--- config.mk ---
export PLATFORM = sky130hd
export DESIGN_NAME = grouped_weight_dequant_top
export DESIGN_NICKNAME = d
export VERILOG_FILES = /design/src/rtl/core/gwd_pkg.sv /design/src/rtl/core/gwd_split.sv /design/src/rtl/core/gwd_fmul.sv /design/src/rtl/core/gwd_fadd.sv /design/src/rtl/core/grouped_weight_dequant_top.sv
export SDC_FILE = /design/constraint.sdc
export NUM_CORES = 2
export LEC_CHECK = 0
export BUFFER_PORTS_ARGS = -buffer_cell sky130_fd_sc_hd__buf_2
export CORE_ASPECT_RATIO = 1.4
export CORE_MARGIN = 2
export CORE_UTILIZATION = 45
export DETAILED_ROUTE_END_ITERATION = 10
export GPL_TIMING_DRIVEN = 0
export HOLD_SLACK_MARGIN = 0.06
export MAX_ROUTING_LAYER = met4
export PLACE_DENSITY = 0.57
export SYNTH_ARGS = -nofsm -noshare
export SYNTH_HDL_FRONTEND = slang
export SYNTH_HIERARCHICAL = 1
export SYNTH_SLANG_ARGS = --single-unit
--- constraint.sdc ---
create_clock -name clk -period 19.66 [get_ports clk]
set_input_delay 2.949 -clock clk [delete_from_list [all_inputs] [get_ports clk]]
set_output_delay 2.949 -clock clk [all_outputs]
set_load 0.01 [all_outputs]
--- src/rtl/core/gwd_pkg.sv ---
package gwd_pkg;

	localparam logic [31:0] CANON_NAN = 32'h7FC0_0000;
	localparam logic [7:0] OFF_INT4 = 8'd8;
	localparam logic [7:0] OFF_INT8 = 8'd128;
	localparam int NIB_W = 4;

	localparam logic REG_FORMAT = 1'b0;
	localparam logic REG_ASYM = 1'b1;

	typedef enum logic [1:0] {
		FMT_INT4 = 2'd0,
		FMT_INT8 = 2'd1,
		FMT_FP16 = 2'd2,
		FMT_BF16 = 2'd3
	} fmt_t;

	typedef struct packed {
		logic [15:0] raw_word;
		logic [31:0] scale_bits;
		logic [31:0] zero_bits;
		logic last_in;
	} in_t;

	typedef struct packed {
		logic [31:0] value_bits;
		logic last_out;
	} out_t;

	// One result's worth of work after the nibble split.
	typedef struct packed {
		logic [7:0] q;
		logic [15:0] raw;
		logic [31:0] scale;
		logic [31:0] zero;
		logic last;
	} sub_t;

	// Load enables for the two register stages of an arithmetic unit.
	typedef struct packed {
		logic a;
		logic b;
	} stage_en_t;

	typedef struct packed {
		logic sign;
		logic nan;
		logic inf;
		logic zero;
		logic [9:0] ex;
		logic [31:0] prod;
	} mul_raw_t;

	typedef struct packed {
		logic sign;
		logic nan;
		logic inf;
		logic zero;
		logic [9:0] ex;
		logic [27:0] sum;
	} add_raw_t;

	function automatic logic [4:0] lzc32(input logic [31:0] v);
		logic [4:0] z;
		z = 5'd0;
		for (int i = 0; i < 32; i++) begin
			if (v[i]) begin
				z = 5'(31 - i);
			end
		end
		return z;
	endfunction

	function automatic logic [4:0] lzc27(input logic [26:0] v);
		logic [4:0] z;
		z = 5'd0;
		for (int i = 0; i < 27; i++) begin
			if (v[i]) begin
				z = 5'(26 - i);
			end
		end
		return z;
	endfunction

	function automatic logic [3:0] lzc10(input logic [9:0] v);
		logic [3:0] z;
		z = 4'd0;
		for (int i = 0; i < 10; i++) begin
			if (v[i]) begin
				z = 4'(9 - i);
			end
		end
		return z;
	endfunction

	// sig holds the hidden bit at 26 and guard, round and sticky in [2:0].
	// ex is never below 1; an unnormalized sig at ex 1 is a subnormal.
	function automatic logic [31:0] round_pack(input logic s, input logic [9:0] ex,
			input logic [26:0] sig);
		logic inc;
		logic [24:0] m;
		logic [23:0] m24;
		logic [9:0] exr;
		inc = sig[2] & (sig[3] | sig[1] | sig[0]);
		m = {1'b0, sig[26:3]} + {24'd0, inc};
		if (m[24]) begin
			m24 = m[24:1];
			exr = ex + 10'd1;
		end else begin
			m24 = m[23:0];
			exr = ex;
		end
		if (exr >= 10'd255) begin
			return {s, 8'hFF, 23'd0};
		end else if (!m24[23]) begin
			return {s, 8'd0, m24[22:0]};
		end
		return {s, exr[7:0], m24[22:0]};
	endfunction

	// Integer code times a single: raw significand product.
	function automatic mul_raw_t mul_pre(input logic [7:0] q, input logic [31:0] f);
		logic [7:0] e;
		logic [22:0] fr;
		logic is_nan;
		logic is_inf;
		logic is_zero;
		mul_raw_t r;
		e = f[30:23];
		fr = f[22:0];
		is_nan = (e == 8'hFF) && (fr != 23'd0);
		is_inf = (e == 8'hFF) && (fr == 23'd0);
		is_zero = (e == 8'd0) && (fr == 23'd0);
		r.sign = f[31];
		r.nan = is_nan || (is_inf && (q == 8'd0));
		r.inf = is_inf && (q != 8'd0);
		r.zero = is_zero || (q == 8'd0);
		r.ex = {2'b00, (e == 8'd0) ? 8'd1 : e} + 10'd8;
		r.prod = 32'({e != 8'd0, fr}) * 32'(q);
		return r;
	endfunction

	function automatic logic [31:0] mul_post(input mul_raw_t r);
		logic [4:0] z;
		logic [9:0] lim;
		logic [9:0] sh;
		logic [31:0] pn;
		logic [26:0] sig;
		z = lzc32(r.prod);
		lim = r.ex - 10'd1;
		sh = ({5'd0, z} > lim) ? lim : {5'd0, z};
		pn = r.prod << sh;
		sig = {pn[31:6], pn[5] | (|pn[4:0])};
		if (r.nan) begin
			return CANON_NAN;
		end else if (r.inf) begin
			return {r.sign, 8'hFF, 23'd0};
		end else if (r.zero) begin
			return {r.sign, 31'd0};
		end
		return round_pack(r.sign, r.ex - sh, sig);
	endfunction

	// Swap by magnitude, align the smaller operand, add or subtract.
	function automatic add_raw_t add_pre(input logic [31:0] a, input logic [31:0] b);
		logic [31:0] x;
		logic [31:0] y;
		logic [7:0] ex_x;
		logic [7:0] ex_y;
		logic [7:0] d;
		logic [26:0] sx;
		logic [26:0] sy;
		logic [26:0] ys;
		logic [26:0] msk;
		logic a_nan;
		logic b_nan;
		logic a_inf;
		logic b_inf;
		logic sub;
		add_raw_t r;
		a_nan = (a[30:23] == 8'hFF) && (a[22:0] != 23'd0);
		b_nan = (b[30:23] == 8'hFF) && (b[22:0] != 23'd0);
		a_inf = (a[30:23] == 8'hFF) && (a[22:0] == 23'd0);
		b_inf = (b[30:23] == 8'hFF) && (b[22:0] == 23'd0);
		if (b[30:0] > a[30:0]) begin
			x = b;
			y = a;
		end else begin
			x = a;
			y = b;
		end
		ex_x = (x[30:23] == 8'd0) ? 8'd1 : x[30:23];
		ex_y = (y[30:23] == 8'd0) ? 8'd1 : y[30:23];
		sx = {x[30:23] != 8'd0, x[22:0], 3'b000};
		sy = {y[30:23] != 8'd0, y[22:0], 3'b000};
		d = ex_x - ex_y;
		msk = ~(27'h7FF_FFFF << d);
		ys = (sy >> d) | {26'd0, |(sy & msk)};
		sub = x[31] ^ y[31];
		r.sum = sub ? ({1'b0, sx} - {1'b0, ys}) : ({1'b0, sx} + {1'b0, ys});
		r.nan = a_nan || b_nan || (a_inf && b_inf && (a[31] != b[31]));
		r.inf = a_inf || b_inf;
		r.zero = (r.sum == 28'd0);
		r.ex = {2'b00, ex_x};
		// An exact cancellation rounds to +0 unless both operands are negative.
		r.sign = r.inf ? (a_inf ? a[31] : b[31]) : (r.zero ? (x[31] & y[31]) : x[31]);
		return r;
	endfunction

	function automatic logic [31:0] add_post(input add_raw_t r);
		logic [4:0] z;
		logic [9:0] lim;
		logic [9:0] sh;
		logic [26:0] sig;
		logic [9:0] exn;
		z = lzc27(r.sum[26:0]);
		lim = r.ex - 10'd1;
		sh = ({5'd0, z} > lim) ? lim : {5'd0, z};
		if (r.sum[27]) begin
			sig = {r.sum[27:2], r.sum[1] | r.sum[0]};
			exn = r.ex + 10'd1;
		end else begin
			sig = r.sum[26:0] << sh;
			exn = r.ex - sh;
		end
		if (r.nan) begin
			return CANON_NAN;
		end else if (r.inf) begin
			return {r.sign, 8'hFF, 23'd0};
		end else if (r.zero) begin
			return {r.sign, 31'd0};
		end
		return round_pack(r.sign, exn, sig);
	endfunction

	function automatic logic [31:0] half_to_single(input logic [15:0] h);
		logic s;
		logic [4:0] e;
		logic [9:0] m;
		logic [3:0] z;
		logic [10:0] mn;
		logic [7:0] es;
		s = h[15];
		e = h[14:10];
		m = h[9:0];
		z = lzc10(m);
		mn = {1'b0, m} << (z + 4'd1);
		es = 8'd112 - {4'd0, z};
		if (e == 5'h1F) begin
			return {s, 8'hFF, m, 13'd0};
		end else if (e == 5'd0) begin
			if (m == 10'd0) begin
				return {s, 31'd0};
			end
			return {s, es, mn[9:0], 13'd0};
		end
		return {s, 8'd112 + {3'd0, e}, m, 13'd0};
	endfunction

endpackage

--- src/rtl/core/gwd_split.sv ---
module gwd_split (
	input logic clk,
	input logic arst_n,
	input logic in_valid,
	output logic in_stall,
	input gwd_pkg::in_t in_data,
	input gwd_pkg::fmt_t fmt,
	output logic sub_valid,
	input logic sub_ready,
	output gwd_pkg::sub_t sub
);

	gwd_pkg::in_t buf_q;
	logic full_q;
	logic second_q;
	logic two;
	logic final_now;
	logic take;
	logic accept;
	logic [7:0] byte_v;

	assign two = (fmt == gwd_pkg::FMT_INT4);
	assign final_now = !two || second_q;
	assign take = full_q && sub_ready;
	// The buffer frees in the same cycle that its last piece leaves.
	assign in_stall = full_q && !(take && final_now);
	assign accept = in_valid && !in_stall;

	always_ff @(posedge clk or negedge arst_n) begin
		if (!arst_n) begin
			full_q <= 1'b0;
			second_q <= 1'b0;
		end else begin
			if (accept) begin
				full_q <= 1'b1;
			end else if (take && final_now) begin
				full_q <= 1'b0;
			end
			if (take) begin
				second_q <= two && !second_q;
			end
		end
	end

	always_ff @(posedge clk) begin
		if (accept) begin
			buf_q <= in_data;
		end
	end

	assign byte_v = buf_q.raw_word[7:0];
	assign sub_valid = full_q;

	always_comb begin
		if (!two) begin
			sub.q = byte_v;
		end else if (second_q) begin
			sub.q = {4'd0, byte_v[gwd_pkg::NIB_W-1:0]};
		end else begin
			sub.q = {4'd0, byte_v[2*gwd_pkg::NIB_W-1:gwd_pkg::NIB_W]};
		end
		sub.raw = buf_q.raw_word;
		sub.scale = buf_q.scale_bits;
		sub.zero = buf_q.zero_bits;
		sub.last = buf_q.last_in && final_now;
	end

endmodule

--- src/rtl/core/gwd_fmul.sv ---
module gwd_fmul (
	input logic clk,
	input gwd_pkg::stage_en_t en,
	input logic [7:0] q,
	input logic [31:0] f,
	output logic [31:0] y
);

	gwd_pkg::mul_raw_t raw_s1;

	always_ff @(posedge clk) begin
		if (en.a) begin
			raw_s1 <= gwd_pkg::mul_pre(q, f);
		end
		if (en.b) begin
			y <= gwd_pkg::mul_post(raw_s1);
		end
	end

endmodule

--- src/rtl/core/gwd_fadd.sv ---
module gwd_fadd (
	input logic clk,
	input gwd_pkg::stage_en_t en,
	input logic [31:0] a,
	input logic [31:0] b,
	output logic [31:0] y
);

	gwd_pkg::add_raw_t raw_s1;

	always_ff @(posedge clk) begin
		if (en.a) begin
			raw_s1 <= gwd_pkg::add_pre(a, b);
		end
		if (en.b) begin
			y <= gwd_pkg::add_post(raw_s1);
		end
	end

endmodule

--- src/rtl/core/grouped_weight_dequant_top.sv ---
// Group-wise weight dequantizer: int4/int8 codes, fp16/bf16 to IEEE singles.
// Input channel in_valid/in_stall/in_data carries one weight word with its
// group's scale and zero; output channel out_valid/out_stall/out_data carries
// one single-precision value per transaction, with last_out on the final value
// of a word marked last_in. Int4 words give two values (high nibble first),
// every other format gives one.
// cfg_we/cfg_index/cfg_data write the format and asymmetric registers; write
// them only while no word is in flight.
// The first value of a word passes the input buffer and the six register
// stages below before it appears. Throughput: one value per cycle while
// out_stall is low, so one word per cycle in int8, fp16 and bf16 modes; in
// int4 mode the single input buffer hands out the two nibbles in turn.
// The datapath is six register stages: multiply, multiply round, bias add
// align, bias add round, final add align, final add round.
// Reset clears all valid bits and sets format int4, symmetric.
// A stalled output holds its value; stages behind it fill up and then stall
// the input, and no transaction is lost or repeated.
module grouped_weight_dequant_top (
	input logic clk,
	input logic arst_n,
	input logic in_valid,
	output logic in_stall,
	input gwd_pkg::in_t in_data,
	output logic out_valid,
	input logic out_stall,
	output gwd_pkg::out_t out_data,
	input logic cfg_we,
	input logic [0:0] cfg_index,
	input logic [1:0] cfg_data
);

	typedef struct packed {
		logic last;
		logic [31:0] conv;
	} side_t;

	gwd_pkg::fmt_t fmt_q;
	logic asym_q;

	logic sub_valid;
	gwd_pkg::sub_t sub;

	logic v_s1, v_s2, v_s3, v_s4, v_s5, v_s6;
	logic rdy1, rdy2, rdy3, rdy4, rdy5, rdy6;
	side_t side_s1, side_s2, side_s3, side_s4, side_s5, side_s6;
	logic [31:0] zero_s1, zero_s2;
	logic [31:0] sp_s3, sp_s4;
	logic [31:0] prod_s3, prod_s4;

	logic [31:0] prod_y, sp_y, bias_y, res_y, bias;
	logic [7:0] off;
	logic [31:0] conv;
	logic arith;

	gwd_split u_split (
		.clk(clk),
		.arst_n(arst_n),
		.in_valid(in_valid),
		.in_stall(in_stall),
		.in_data(in_data),
		.fmt(fmt_q),
		.sub_valid(sub_valid),
		.sub_ready(rdy1),
		.sub(sub)
	);

	assign rdy6 = !v_s6 || !out_stall;
	assign rdy5 = !v_s5 || rdy6;
	assign rdy4 = !v_s4 || rdy5;
	assign rdy3 = !v_s3 || rdy4;
	assign rdy2 = !v_s2 || rdy3;
	assign rdy1 = !v_s1 || rdy2;

	always_ff @(posedge clk or negedge arst_n) begin
		if (!arst_n) begin
			fmt_q <= gwd_pkg::FMT_INT4;
			asym_q <= 1'b0;
			v_s1 <= 1'b0;
			v_s2 <= 1'b0;
			v_s3 <= 1'b0;
			v_s4 <= 1'b0;
			v_s5 <= 1'b0;
			v_s6 <= 1'b0;
		end else begin
			if (cfg_we && (cfg_index == gwd_pkg::REG_FORMAT)) begin
				fmt_q <= gwd_pkg::fmt_t'(cfg_data);
			end
			if (cfg_we && (cfg_index == gwd_pkg::REG_ASYM)) begin
				asym_q <= cfg_data[0];
			end
			if (rdy1) v_s1 <= sub_valid;
			if (rdy2) v_s2 <= v_s1;
			if (rdy3) v_s3 <= v_s2;
			if (rdy4) v_s4 <= v_s3;
			if (rdy5) v_s5 <= v_s4;
			if (rdy6) v_s6 <= v_s5;
		end
	end

	assign off = (fmt_q == gwd_pkg::FMT_INT4) ? gwd_pkg::OFF_INT4 : gwd_pkg::OFF_INT8;
	assign conv = (fmt_q == gwd_pkg::FMT_FP16) ? gwd_pkg::half_to_single(sub.raw)
		: {sub.raw, 16'd0};

	always_ff @(posedge clk) begin
		if (rdy1) begin
			side_s1 <= '{last: sub.last, conv: conv};
			zero_s1 <= sub.zero;
		end
		if (rdy2) begin
			side_s2 <= side_s1;
			zero_s2 <= zero_s1;
		end
		if (rdy3) begin
			side_s3 <= side_s2;
			sp_s3 <= sp_y;
			prod_s3 <= prod_y;
		end
		if (rdy4) begin
			side_s4 <= side_s3;
			sp_s4 <= sp_s3;
			prod_s4 <= prod_s3;
		end
		if (rdy5) side_s5 <= side_s4;
		if (rdy6) side_s6 <= side_s5;
	end

	gwd_fmul u_prod (
		.clk(clk),
		.en('{a: rdy1, b: rdy2}),
		.q(sub.q),
		.f(sub.scale),
		.y(prod_y)
	);

	// Offset times scale: the offset is subtracted, so the sign
	// of scale is flipped and the magnitude multiplied by 8 or 128.
	gwd_fmul u_sp (
		.clk(clk),
		.en('{a: rdy1, b: rdy2}),
		.q(off),
		.f({~sub.scale[31], sub.scale[30:0]}),
		.y(sp_y)
	);

	gwd_fadd u_bias (
		.clk(clk),
		.en('{a: rdy3, b: rdy4}),
		.a(zero_s2),
		.b(sp_y),
		.y(bias_y)
	);

	assign bias = asym_q ? bias_y : sp_s4;

	gwd_fadd u_res (
		.clk(clk),
		.en('{a: rdy5, b: rdy6}),
		.a(prod_s4),
		.b(bias),
		.y(res_y)
	);

	assign arith = (fmt_q == gwd_pkg::FMT_INT4) || (fmt_q == gwd_pkg::FMT_INT8);
	assign out_valid = v_s6;
	assign out_data.value_bits = arith ? res_y : side_s6.conv;
	assign out_data.last_out = side_s6.last;

endmodule

==> impl_metrics.tcl <==
set metrics [dict create \
    cts_num_sinks 702 \
    multi_input_area_um2 43300 \
    grt_pass1_vias 62900 \
    rrSetupSlack_ps 2160 \
    max_freq_mhz 57.1 \
    grt_overflow 0 \
    synth_top_family_by_area "simple AND/OR/NAND/NOR gates" \
    rsz0062_at_grt "false" \
    cpLargestDelayFamily "buffers and inverters" \
    h-tree-depth 3 \
    cts_tree "yes" \
    synth_ff_type "edfxtp_1" \
    synth-compound-area-share_pct 19.8 \
    critical_path_class "flip-flop to flip-flop" \
    cts_max_path_buffers 3 \
    cpPeakStageDelay_ps 1040 \
    num_io_pins 124 \
    post-route-cell-area_um2 75100 \
    wl_um 268000 \
    setup.worst_path.start_class "flip-flop" \
    fp.coreArea_um2 153000 \
    crit_path_end_kind "flip-flop" \
    rr_startpoint "asym_q" \
    die_x_um 335 \
    path_max_fanout 10 \
    reg2regPathDepth 47 \
    slowest_stage "nor4_1" \
    drt_iter0_drc 5871 \
    antenna_found_initial 10 \
    drv_slew 0 \
    firstDrtPassIters 7 \
    hpwl_um 212000 \
    synth_edf_count 691 \
    synthMuxAreaShare_pct 5.69 \
    yosysTopAreaCellShare_pct 30.1 \
    cp_data_arrival_time_ps 17930 \
    die_y_um 467 \
    max_cap_violations 0 \
    cts_made_buffers 76 \
    ys_top_cells_by_area "edfxtp_1, fa_1, ha_1" \
    status "completed" \
    synth_fa_ha_area_share_pct 14.0 \
    grt.total_usage_pct 34.7 \
    synth_xor_area_share_pct 3.04 \
    synth_simple_gate_area_share_pct 19.9 \
    grt_pass1_wl_um 399000 \
    cp.required_ps 20090 \
    yosysTopAreaCell "edfxtp_1" \
    postCtsSetupRepairBufs 0 \
    fin_nets 8578 \
    register_area_um2 21000 \
    vias_per_cell 6.33 \
    period_minus_slack_ps 17500 \
    grt_max_degree 101 \
    placed_area_um2 72500 \
    std_cell_rows 170 \
    initial_core_util_pct 45.2 \
    synth.distinct_cells 155 \
    setup_viol 0 \
    netlist_instances 7624 \
    clk-insertion-delay-late_ps 700 \
    crit_top_cell "clkbuf_1" \
    dieArea_um2 156000 \
    endpoint "u_res/raw_s1[41]" \
    ctsResizeCount 0 \
    area_delta_synth_final_pct 8.85 \
    vias 62900 \
    regToRegEndpoint "u_res/raw_s1[41]" \
    drc_errors 0 \
    syn_avg_cell_area_um2 9.05 \
    wl_per_cell_um 27.0 \
    tightest_slew_ps 1450 \
    synthArstFlopShare_pct 1.57 \
    final.fill_count 14700 \
    hold_depth 0 \
    yosysWarnings 6 \
    hold_violations 0 \
    finalCritPeriodShare_pct 89.0 \
    cp_num_cells 47 \
    gp_congestion 1.06 \
    fin_skew_ps 21.7 \
    final_antenna_net_count 0 \
    ctsHoldBuffers 0 \
    cts_root_buf "clkbuf_16" \
    port_buffers 123 \
    drive_gt1_share_pct 10.3 \
    min_path_type "flip-flop to flip-flop" \
    ys_ff_latch 702 \
    syn_area_um2 69000 \
    slew_headroom_pct 2.79 \
    seq_area_frac_synth_pct 30.5 \
    critPathBufInv 12 \
    cp-startpoint "asym_q" \
    clk_pin_slew_ps 80 \
]
==> worst reg2reg max path: cells and delay by family, from the launching register on <==
family	cells	cell delay [ps]
flops	1	320
buf+inv	12	5380
mux	6	2220
fa+ha+maj	3	1160
compound gates	18	5140
simple gates	8	3030
==> metrics by stage <==
step	setup WS [ps]	TNS, ps	instances	utilization [%]	hold WS (ps)
3_5_place_dp	2610	0	9779	47.5	405
5_1_grt	1580	0	9927	49.2	404
3_3_place_gp	-1260	-99780	9766	47.3	401
2_1_floorplan	6010	0	7665	-	400
6_report	2160	0	9927	49.2	406
4_1_cts	2510	0	9916	49.1	401
==> synthesized netlist by cell type, types with 67 or more instances <==
cell type	instances
nor2b_1	87
a21o_1	70
nor3_1	198
mux2i_1	229
clkbuf_1	278
nor4_1	102
xnor2_1	156
nor2_1	536
ha_1	336
nand2_1	765
edfxtp_1	691
nand4_1	104
xor2_1	80
o21ai_0	354
mux2_2	95
buf_4	98
a21oi_1	393
o211ai_1	114
a211oi_1	158
and3_1	103
nand3_1	219
fa_1	272
and2_1	235
inv_1	533
buf_2	67
==> final cells by class <==
class                   instances  share of cell area, %
clock buffers                  91                   2.65
plain buffers                 530                   3.65
multi-input cells            5876                   57.7
repair buffers                138                   1.19
well taps                    1978                   3.30
diodes                          9                 0.0300
flip-flops and latches        702                   28.0
clock inverters                46                  0.688
inverters                     557                   2.80
==> state kept, by name, indices dropped and copies added (netlist names), 40 cells and up <==
signal and flops:
u_split/sub 80, u_prod/raw_s1 45, u_sp/raw_s1 45, u_bias/raw_s1 40, u_res/raw_s1 40
==> worst min-delay path by stage <==
stage	startpoint	to	slack, ps
finish	zero_s1[31]	zero_s2[31]	410
floorplan	side_s5[32]	out_data[0]	400
global route	zero_s1[31]	zero_s2[31]	400
detailed placement	u_prod/y[0]	prod_s3[0]	400
CTS	zero_s1[31]	zero_s2[31]	400
global placement	sp_s3[30]	sp_s4[30]	400
==> routing by layer <==
| metal | share of wire, % | vias up | GRT usage [%] |
|---|---|---|---|
| li1 | - | 28500 | - |
| met1 | 37 | 30700 | 37.8 |
| met2 | 50 | 2780 | 59.6 |
| met3 | 5.9 | 957 | 4.68 |
| met4 | 7.4 | 0 | 21.9 |
| met5 | 0 | - | - |
==> logic make-up after synthesis <==
group / Yosys count
AOI/OAI and AO/OA: 1943
xor gates and xnor gates: 237
adders and majority gates: 608
buffers and inverters: 1087
DFF: 702
muxes: 351
other: 1
and+or+nand+nor: 2695
==> placed cells by master (no fill, tap or decap), drive strengths merged, types with 61 or more instances in the layout <==
master and count:
o21a 63, and3 104, ha 336, nand2b 61
mux2i 232, nor2b 87, mux2 99, nor4 115
nor3 221, a21oi 403, o211ai 120, inv 564
nand4 112, a31oi 66, and2 238, nor2 543
xnor2 156, o31ai 68, o21ai 390, buf 383
clkbuf 373, edfxtp 691, a211oi 173, nand3 219
a21o 70, fa 272, nand2 773, xor2 81
Power is not shown: default switching activity piles up to over one toggle a cycle in this logic, so the estimate is an artifact.
